===== src/hw/rtl/dnga_pkg.sv =====
// ----------------------------------------------------------------------------
// dnga_pkg
// Shared types and constants for the delayed noise gate with peak AGC.
// ----------------------------------------------------------------------------
package dnga_pkg;

    // Default sizes
    localparam int DelayDepthDefault = 8192;
    localparam int MaxChunkDefault   = 1024;

    // Field widths
    localparam int SampleW = 16;
    localparam int LevelW  = 16;
    localparam int DelayW  = 13;
    localparam int HoldW   = 4;
    localparam int CoolW   = 8;
    localparam int GainW   = 4;
    localparam int KindW   = 2;
    localparam int CfgIdxW = 3;
    localparam int CfgW    = 16;

    // Running peak behavior
    localparam logic [LevelW-1:0] PeakFloor   = 16'd100;
    localparam int                DecayShift  = 6;

    // Saturation bounds
    localparam logic signed [SampleW-1:0] SatMax = 16'sh7FFF;
    localparam logic signed [SampleW-1:0] SatMin = 16'sh8000;

    // Result kinds
    localparam logic [KindW-1:0] KindStatus = 2'd0;
    localparam logic [KindW-1:0] KindPlayed = 2'd1;
    localparam logic [KindW-1:0] KindEmpty  = 2'd2;

    // Action codes
    localparam logic ActPush = 1'b0;
    localparam logic ActPull = 1'b1;

    // Register indexes
    localparam logic [CfgIdxW-1:0] RegDelay    = 3'd0;
    localparam logic [CfgIdxW-1:0] RegOpenThr  = 3'd1;
    localparam logic [CfgIdxW-1:0] RegCloseThr = 3'd2;
    localparam logic [CfgIdxW-1:0] RegHold     = 3'd3;
    localparam logic [CfgIdxW-1:0] RegCool     = 3'd4;
    localparam logic [CfgIdxW-1:0] RegTarget   = 3'd5;
    localparam logic [CfgIdxW-1:0] RegLimit    = 3'd6;

    // Sequencer states
    typedef enum logic [2:0] {
        S_IDLE,
        S_CHECK,
        S_SCAN,
        S_UPDATE,
        S_DIV,
        S_PULL,
        S_EMIT
    } t_state;

endpackage


===== src/hw/rtl/dnga_div.sv =====
// ----------------------------------------------------------------------------
// dnga_div
// Restoring divider, one quotient bit per cycle, for the gain computation.
// ----------------------------------------------------------------------------
module dnga_div (
    input  logic                           i_clk,
    input  logic                           i_rst_n,
    input  logic                           i_start,
    input  logic [dnga_pkg::LevelW-1:0]    i_dividend,
    input  logic [dnga_pkg::LevelW-1:0]    i_divisor,
    output logic                           o_done,
    output logic [dnga_pkg::LevelW-1:0]    o_quotient
);
    import dnga_pkg::*;

    localparam int CntW = $clog2(LevelW + 1);

    logic [LevelW:0]   r_rem, n_rem;
    logic [LevelW-1:0] r_quo, n_quo;
    logic [LevelW-1:0] r_dsr;
    logic [CntW-1:0]   r_cnt;
    logic              r_busy;
    logic              r_done;
    logic [LevelW:0]   rem_sh;

    // One restoring step
    always_comb begin
        rem_sh = {r_rem[LevelW-1:0], r_quo[LevelW-1]};
        if (rem_sh >= {1'b0, r_dsr}) begin
            n_rem = rem_sh - {1'b0, r_dsr};
            n_quo = {r_quo[LevelW-2:0], 1'b1};
        end else begin
            n_rem = rem_sh;
            n_quo = {r_quo[LevelW-2:0], 1'b0};
        end
    end

    // Iterate over the dividend bits
    always_ff @(posedge i_clk) begin
        if (!i_rst_n) begin
            r_busy <= 1'b0;
            r_done <= 1'b0;
            r_cnt  <= '0;
        end else begin
            r_done <= 1'b0;
            if (i_start) begin
                r_busy <= 1'b1;
                r_cnt  <= CntW'(LevelW);
            end else if (r_busy) begin
                r_cnt <= r_cnt - 1'b1;
                if (r_cnt == CntW'(1)) begin
                    r_busy <= 1'b0;
                    r_done <= 1'b1;
                end
            end
        end
    end

    always_ff @(posedge i_clk) begin
        if (i_start) begin
            r_rem <= '0;
            r_quo <= i_dividend;
            r_dsr <= i_divisor;
        end else if (r_busy) begin
            r_rem <= n_rem;
            r_quo <= n_quo;
        end
    end

    assign o_done     = r_done;
    assign o_quotient = r_quo;

endmodule


===== config.mk =====
export PLATFORM = sky130hd
export DESIGN_NAME = dnga_div
export DESIGN_NICKNAME = d
export VERILOG_FILES = /design/src/hw/rtl/dnga_pkg.sv /design/src/hw/rtl/dnga_div.sv
export SDC_FILE = /design/constraint.sdc
export NUM_CORES = 1
export LEC_CHECK = 0
export ABC_CLOCK_PERIOD_IN_PS = 3500
export BUFFER_PORTS_ARGS = -buffer_cell sky130_fd_sc_hd__buf_2
export CAP_MARGIN = 20
export CORE_ASPECT_RATIO = 0.75
export CORE_MARGIN = 10
export CORE_UTILIZATION = 40
export DETAILED_ROUTE_END_ITERATION = 7
export MAX_ROUTING_LAYER = met4
export REMOVE_ABC_BUFFERS = 1
export SLEW_MARGIN = 15
export SYNTH_ARGS = -nofsm -noshare
export SYNTH_HDL_FRONTEND = slang
export SYNTH_SLANG_ARGS = --single-unit

===== constraint.sdc =====
create_clock -name i_clk -period 3.5 [get_ports i_clk]
set_input_delay 0.525 -clock i_clk [delete_from_list [all_inputs] [get_ports i_clk]]
set_output_delay 0.525 -clock i_clk [all_outputs]
set_load 0.05 [all_outputs]

==> results.ini, run 1 <==
[run_status]
status = completed

[min_path]
worstHoldPathType = in -> reg

[cells_and_area]
area_growth_pct = 12.7
fill_cells = 728
antenna_cells = 0
layout_commonest_cell = buf_2
fin_cells = 451
drive_gt1_frac = 0.274
most-common-layout-cells = buf_2, edfxtp_1, nand2_1, nor2_1
final_cell_area_mm2 = 0.00353
final_nets = 403

[clock_tree]
cts_resized = 0
clock_latency_ps = 320
ctsHtreeMaxLevel = 2
cts_hold_buffers = 0
clkTransAtPathRegs_ps = 110
numClockSinks = 55
cts_max_path_buffers = 2
numCtsBuffers = 5
cts_setup_buffers = 0
root_buffer = clkbuf_8
cts_tree = done

[place]
port_buffers = 51
gp_congestion = 0.809
dpl_cell_area_mm2 = 0.00343
place_hpwl_mm = 4.87
placedCellCount = 443

[setup_path]
cp-end-kind = flip-flop
path_buf_inv = 1
required_ps = 3730
r2r_cells = 10
path_class = reg -> reg
reg2reg_slack_ps = 870
reg2reg_to = r_rem[10]
slowest_stage = o31ai_1
crit_end = r_rem[10]
critical_path_arrival_ps = 2850
cp_max_fo = 3
path_delay_family = compound AO/OA/AOI/OAI gates
worstReg2RegStart = o_quotient[15]
crit_path_cell_trace = inv_1 -> ha_1 -> fa_1 -> nor2b_1 -> o31a_1 -> nor3_1 -> o31ai_1 -> xor2_1 -> nand2_1 -> a311oi_1
crit_start = o_quotient[15]
worst_setup_path_start_kind = flip-flop
worst-path-stages = 10
cp_slowest_stage_delay_ps = 520

[routing]
wl_met3_um = 359
dr_wl_met2_mm = 2.84
drt-met1-wl_mm = 3.36
drt-total-wl_mm = 6.60
vias_per_cell = 5.12
first_pass_iters = 4
drc = 0
first_iter_violations = 102
postRouteAntennaNets = 0
vias = 2309
routedWlPerCell_um = 14.6
top_layer = met4

[synth]
syn_area_mm2 = 0.00313
yosysSeqAreaShare = 0.454
ys_types = 54
synthMuxAreaShare = 0.0588
synth-xor-area-share = 0.0420
synth_largest_area_cell = edfxtp_1
synth-seq-cells = 55
synth_compound_area_frac = 0.158
synth.avg_cell_area_um2 = 10.4
netlist_instances = 300
synth-simple-area-share = 0.149
ys_warn_count = 0
yosysTopAreaCellShare = 0.307
synth_top_family_by_area = compound AO/OA/AOI/OAI gates
synthTopCellsByArea = edfxtp_1, dfxtp_1, ha_1
synthAdderAreaFrac = 0.0783

[global_route]
grt_max_degree = 38
grt_usage = 0.117
antenna_found_initial = 0
grt_pass1_vias = 2368
grt_overflow = 0
grt_pass1_wl_mm = 11.3

[die]
num_rows = 27
dieWidth_um = 122
dieArea_mm2 = 0.0118
die_y_um = 96.6
core_area_mm2 = 0.00747
start_util = 0.419
ios = 52

[sta]
setup_viol = 0
min_period_over_period = 0.751
whs_ps = 373
hold_violations = 0
drv_slew = 0
tns_ps = 0
clock_skew_ps = 5.52
layout_min_cycle_time_ps = 2630
grt_setup_unrepaired = false
fmaxAchievable_mhz = 381
max-slew-margin-rel = 0.585
worstMarginPinSlew_ps = 617

[flow_run]
maxCapViolations = 0

[power_and_ir_drop]
ir_worst_vdd_v = 0.000262
power.leakage_uw = 0.00146
p_per_area_mw_per_mm2 = 431

[sequential cells by signal, summed over array words and instances, names as in the netlist]
register	count
r_rem	16
o_quotient	16
r_busy	1
r_dsr	16
r_cnt	5
o_done	1
[synth_stat cells (all sizes together)]
cell	instances
a311oi	10
nand2	31
clkbuf	4
inv	23
o31ai	1
xor2	9
nor4	2
nor3	6
a22oi	1
a211oi	4
xnor2	6
nor3b	6
mux2	16
o211ai	3
or4b	1
dfxtp	23
and2	1
a211o	1
a21boi	1
nor2	29
fa	1
or2	1
o31a	1
or3	1
dlygate4sd3	1
nor4b	1
o311ai	1
and3	1
o21a	2
a21oi	18
ha	18
a31oi	4
nand3	4
nand2b	4
o21ai	13
edfxtp	32
a21o	5
a2111oi	2
buf	7
nor2b	3
nand4	2
[how the worst min path moves through the flow]
stage / start / slack (ps) / endpoint / depth (start not counted)
floorplan: r_rem[2] / 470 / r_rem[3] / 2
global placement: r_cnt[1] / 490 / r_cnt[1] / 2
detailed placement: r_cnt[1] / 490 / r_cnt[1] / 2
CTS: i_divisor[1] / 360 / r_dsr[1] / 1
global route: i_divisor[3] / 350 / r_dsr[3] / 1
finish: i_divisor[10] / 370 / r_dsr[10] / 1
[power by group]
group | switching (uW) | internal (uW) | leakage, uW
registers | 25.7 | 741 | 0.000507
logic | 243 | 141 | 0.000910
clock network | 226 | 145 | 0.0000477
[area by class of cell]
class | count | area, um^2 | area share
Multi-Input combinational cell | 210 | 1520 | 0.432
Sequential cell | 55 | 1420 | 0.403
Timing Repair Buffer | 54 | 278 | 0.0788
Tap cell | 101 | 126 | 0.0358
Inverter | 23 | 86.3 | 0.0245
Clock buffer | 5 | 68.8 | 0.0195
Clock inverter | 3 | 23.8 | 0.00674
[routing by layer]
metal  GRT usage  vias up
met5           -        -
met4      0.0296        0
met3      0.0406        4
met2       0.167       46
met1       0.154     1083
li1            -     1176
[cell families (layout without fill, tap and decap cells)]
kind of cell	after synthesis	in the layout
and+or+nand+nor	93	93
AOI/OAI and AO/OA	67	67
DFF	55	55
buffers and inverters	35	85
adders and majority gates	19	19
muxes	16	16
xor gates and xnor gates	15	15
[stage by stage]
step	total power [uW]	worst slack [ps]	utilization
floorplan	1060	930	-
global placement	1160	955	0.460
detailed placement	1160	956	0.460
CTS	1540	868	0.472
global route	1620	569	0.472
finish	1520	872	0.472
Power figures use the tool's default switching activity.
==> run 2, diff against run 1 <==
ABC_CLOCK_PERIOD_IN_PS = 2200   (was 3500)
clock period = 2.2 ns   (was 3.5 ns; I/O delays follow)
==> results.ini, run 2 (synthesis gave the netlist of run 1 again) <==
[setup_path]
worst_setup_path_start_kind = flip-flop
crit_path_cell_trace = ha_2 -> fa_2 -> nor2b_2 -> o31a_1 -> nor3_2 -> o31ai_1 -> buf_4 -> xor2_1 -> nand2_1 -> a311oi_2
path_class = reg -> reg
path_delay_family = compound AO/OA/AOI/OAI gates
critical_path_arrival_ps = 2590  ; -260 ps
cp-end-kind = flip-flop
required_ps = 2430  ; -1300 ps
cp_slowest_stage_delay_ps = 390  ; -130 ps
reg2reg_slack_ps = -160  ; -1030 ps
cp_max_fo = 3  ; unchanged
slowest_stage = edfxtp_1
path_buf_inv = 1  ; unchanged

[clock_tree]
clock_latency_ps = 310  ; about the same
clkTransAtPathRegs_ps = 100  ; about the same
cts_tree = done
cts_max_path_buffers = 2  ; unchanged
numClockSinks = 55  ; unchanged
cts_hold_buffers = 0  ; unchanged
numCtsBuffers = 5  ; unchanged
ctsHtreeMaxLevel = 2  ; unchanged
root_buffer = clkbuf_8

[place]
gp_congestion = 0.890  ; +10%
place_hpwl_mm = 5.35  ; +9.7%
port_buffers = 51  ; unchanged

[cells_and_area]
layout_commonest_cell = buf_2
drive_gt1_frac = 0.481  ; +0.207
fill_cells = 646  ; -11%
final_nets = 458  ; +14%
area_growth_pct = 36.1
utilization = 0.571  ; +0.0984
antenna_cells = 0  ; unchanged
most-common-layout-cells = buf_2, buf_4, edfxtp_1, nor2_1, dfxtp_1

[routing]
postRouteAntennaNets = 0  ; unchanged
first_pass_iters = 4  ; unchanged
drt-total-wl_mm = 7.31  ; +11%
vias_per_cell = 5.03  ; -1.8%
drc = 0  ; unchanged
first_iter_violations = 99  ; -2.9%
routedWlPerCell_um = 14.5  ; -1.3%
vias = 2544  ; +10%

[die]
start_util = 0.419  ; unchanged
core_area_mm2 = 0.00747  ; unchanged
ios = 52  ; unchanged
dieArea_mm2 = 0.0118  ; unchanged
dieWidth_um = 122  ; unchanged
num_rows = 27  ; unchanged
die_y_um = 96.6  ; unchanged

[power_and_ir_drop]
power.total_uw = 2610  ; +71%
power.leakage_uw = 0.00181  ; +23%
p_per_area_mw_per_mm2 = 612  ; +42%
ir_worst_vdd_v = 0.000345  ; +32%

[global_route]
grt_pass1_wl_mm = 12.3  ; +9.0%
grt_max_degree = 23  ; -39%
grt_usage = 0.126  ; +0.00890
grt_overflow = 0  ; unchanged
grt_pass1_vias = 2574  ; +8.7%
antenna_found_initial = 0  ; unchanged

[sta]
drv_slew = 0  ; unchanged
hold_violations = 0  ; unchanged
layout_min_cycle_time_ps = 2360  ; -266 ps
min_period_over_period = 1.07  ; +0.323
grt_setup_unrepaired = true
clock_skew_ps = 4.23  ; -1.29 ps
setup_viol = 17  ; +17
max-slew-margin-rel = 0.657  ; +0.0725
worstMarginPinSlew_ps = 501  ; -116 ps
whs_ps = 187  ; -185 ps
layout_setup_ws_ps = -161  ; -1030 ps
fmaxAchievable_mhz = 423  ; +11%

[run_status]
violations = setup timing
status = finished, violations left

[flow_run]
maxCapViolations = 0  ; unchanged

[min_path]
worstHoldPathType = in -> reg

[run 2: cell count changes in the layout (fill, tap and decap cells not counted), moves of 5 or more]
cell / change
a311oi_2: +5
ha_4: +5
nand2_2: +7
nand2_1: -9
ha_1: -6
buf_6: +9
a311oi_1: -5
buf_4: +45
[run 2: layout make-up]
type,instances,area [um^2],area share
multi-input combinational,210,1810,0.424
sequential,55,1420,0.334
timing repair buffer,109,732,0.172
tap,101,126,0.0297
inverter,23,86.3,0.0203
clock buffer,5,68.8,0.0161
clock inverter,3,21.3,0.00499
[run 2: timing repair]
item | 4_1_cts | 5_1_grt
pin swaps | 14 | 27
endpoints found under the setup margin | 17 | 17
gates resized for setup | 14 | 55
setup buffers | 4 | 4
[run 2: worst register-to-register path: cells and delay by family, from the launching register on]
family / cells / cell delay [ps]
and+or+nand+nor: 3 / 280
adders and majority gates: 2 / 610
buffers and inverters: 1 / 190
AOI/OAI and AO/OA: 3 / 660
xor gates and xnor gates: 1 / 150
DFF: 1 / 390
[run 2: final timing paths]
path / start / end / depth (start not counted)
max reg2reg: r_dsr[0] / r_rem[10] / 10
min: i_divisor[10] / r_dsr[10] / 1
max: r_dsr[0] / r_rem[10] / 10
min reg2reg: r_cnt[1] / r_cnt[1] / 2
[run 2: metrics by stage]
step           std cells  instance area [um^2]  TNS [ps]  setup WS, ps
6_report             506                  4260     -1760          -161
5_1_grt              506                  4260     -3480          -297
4_1_cts              505                  4000     -1050          -195
3_5_place_dp         493                  3810     -1260          -200
3_3_place_gp         493                  3810     -1010          -194
2_1_floorplan        288                  3030     -3590          -370
[run 2: power breakdown]
part	switching [uW]	total, uW	internal, uW
sequential	44.2	1220	1180
combinational	457	808	351
clock	348	578	230
[run 2: metal layers]
layer,share of wire,up-vias,track usage
li1,-,1288,-
met5,0,-,-
met1,0.48,1196,0.174
met4,0.0066,0,0.0269
met2,0.45,55,0.181
met3,0.058,5,0.0336
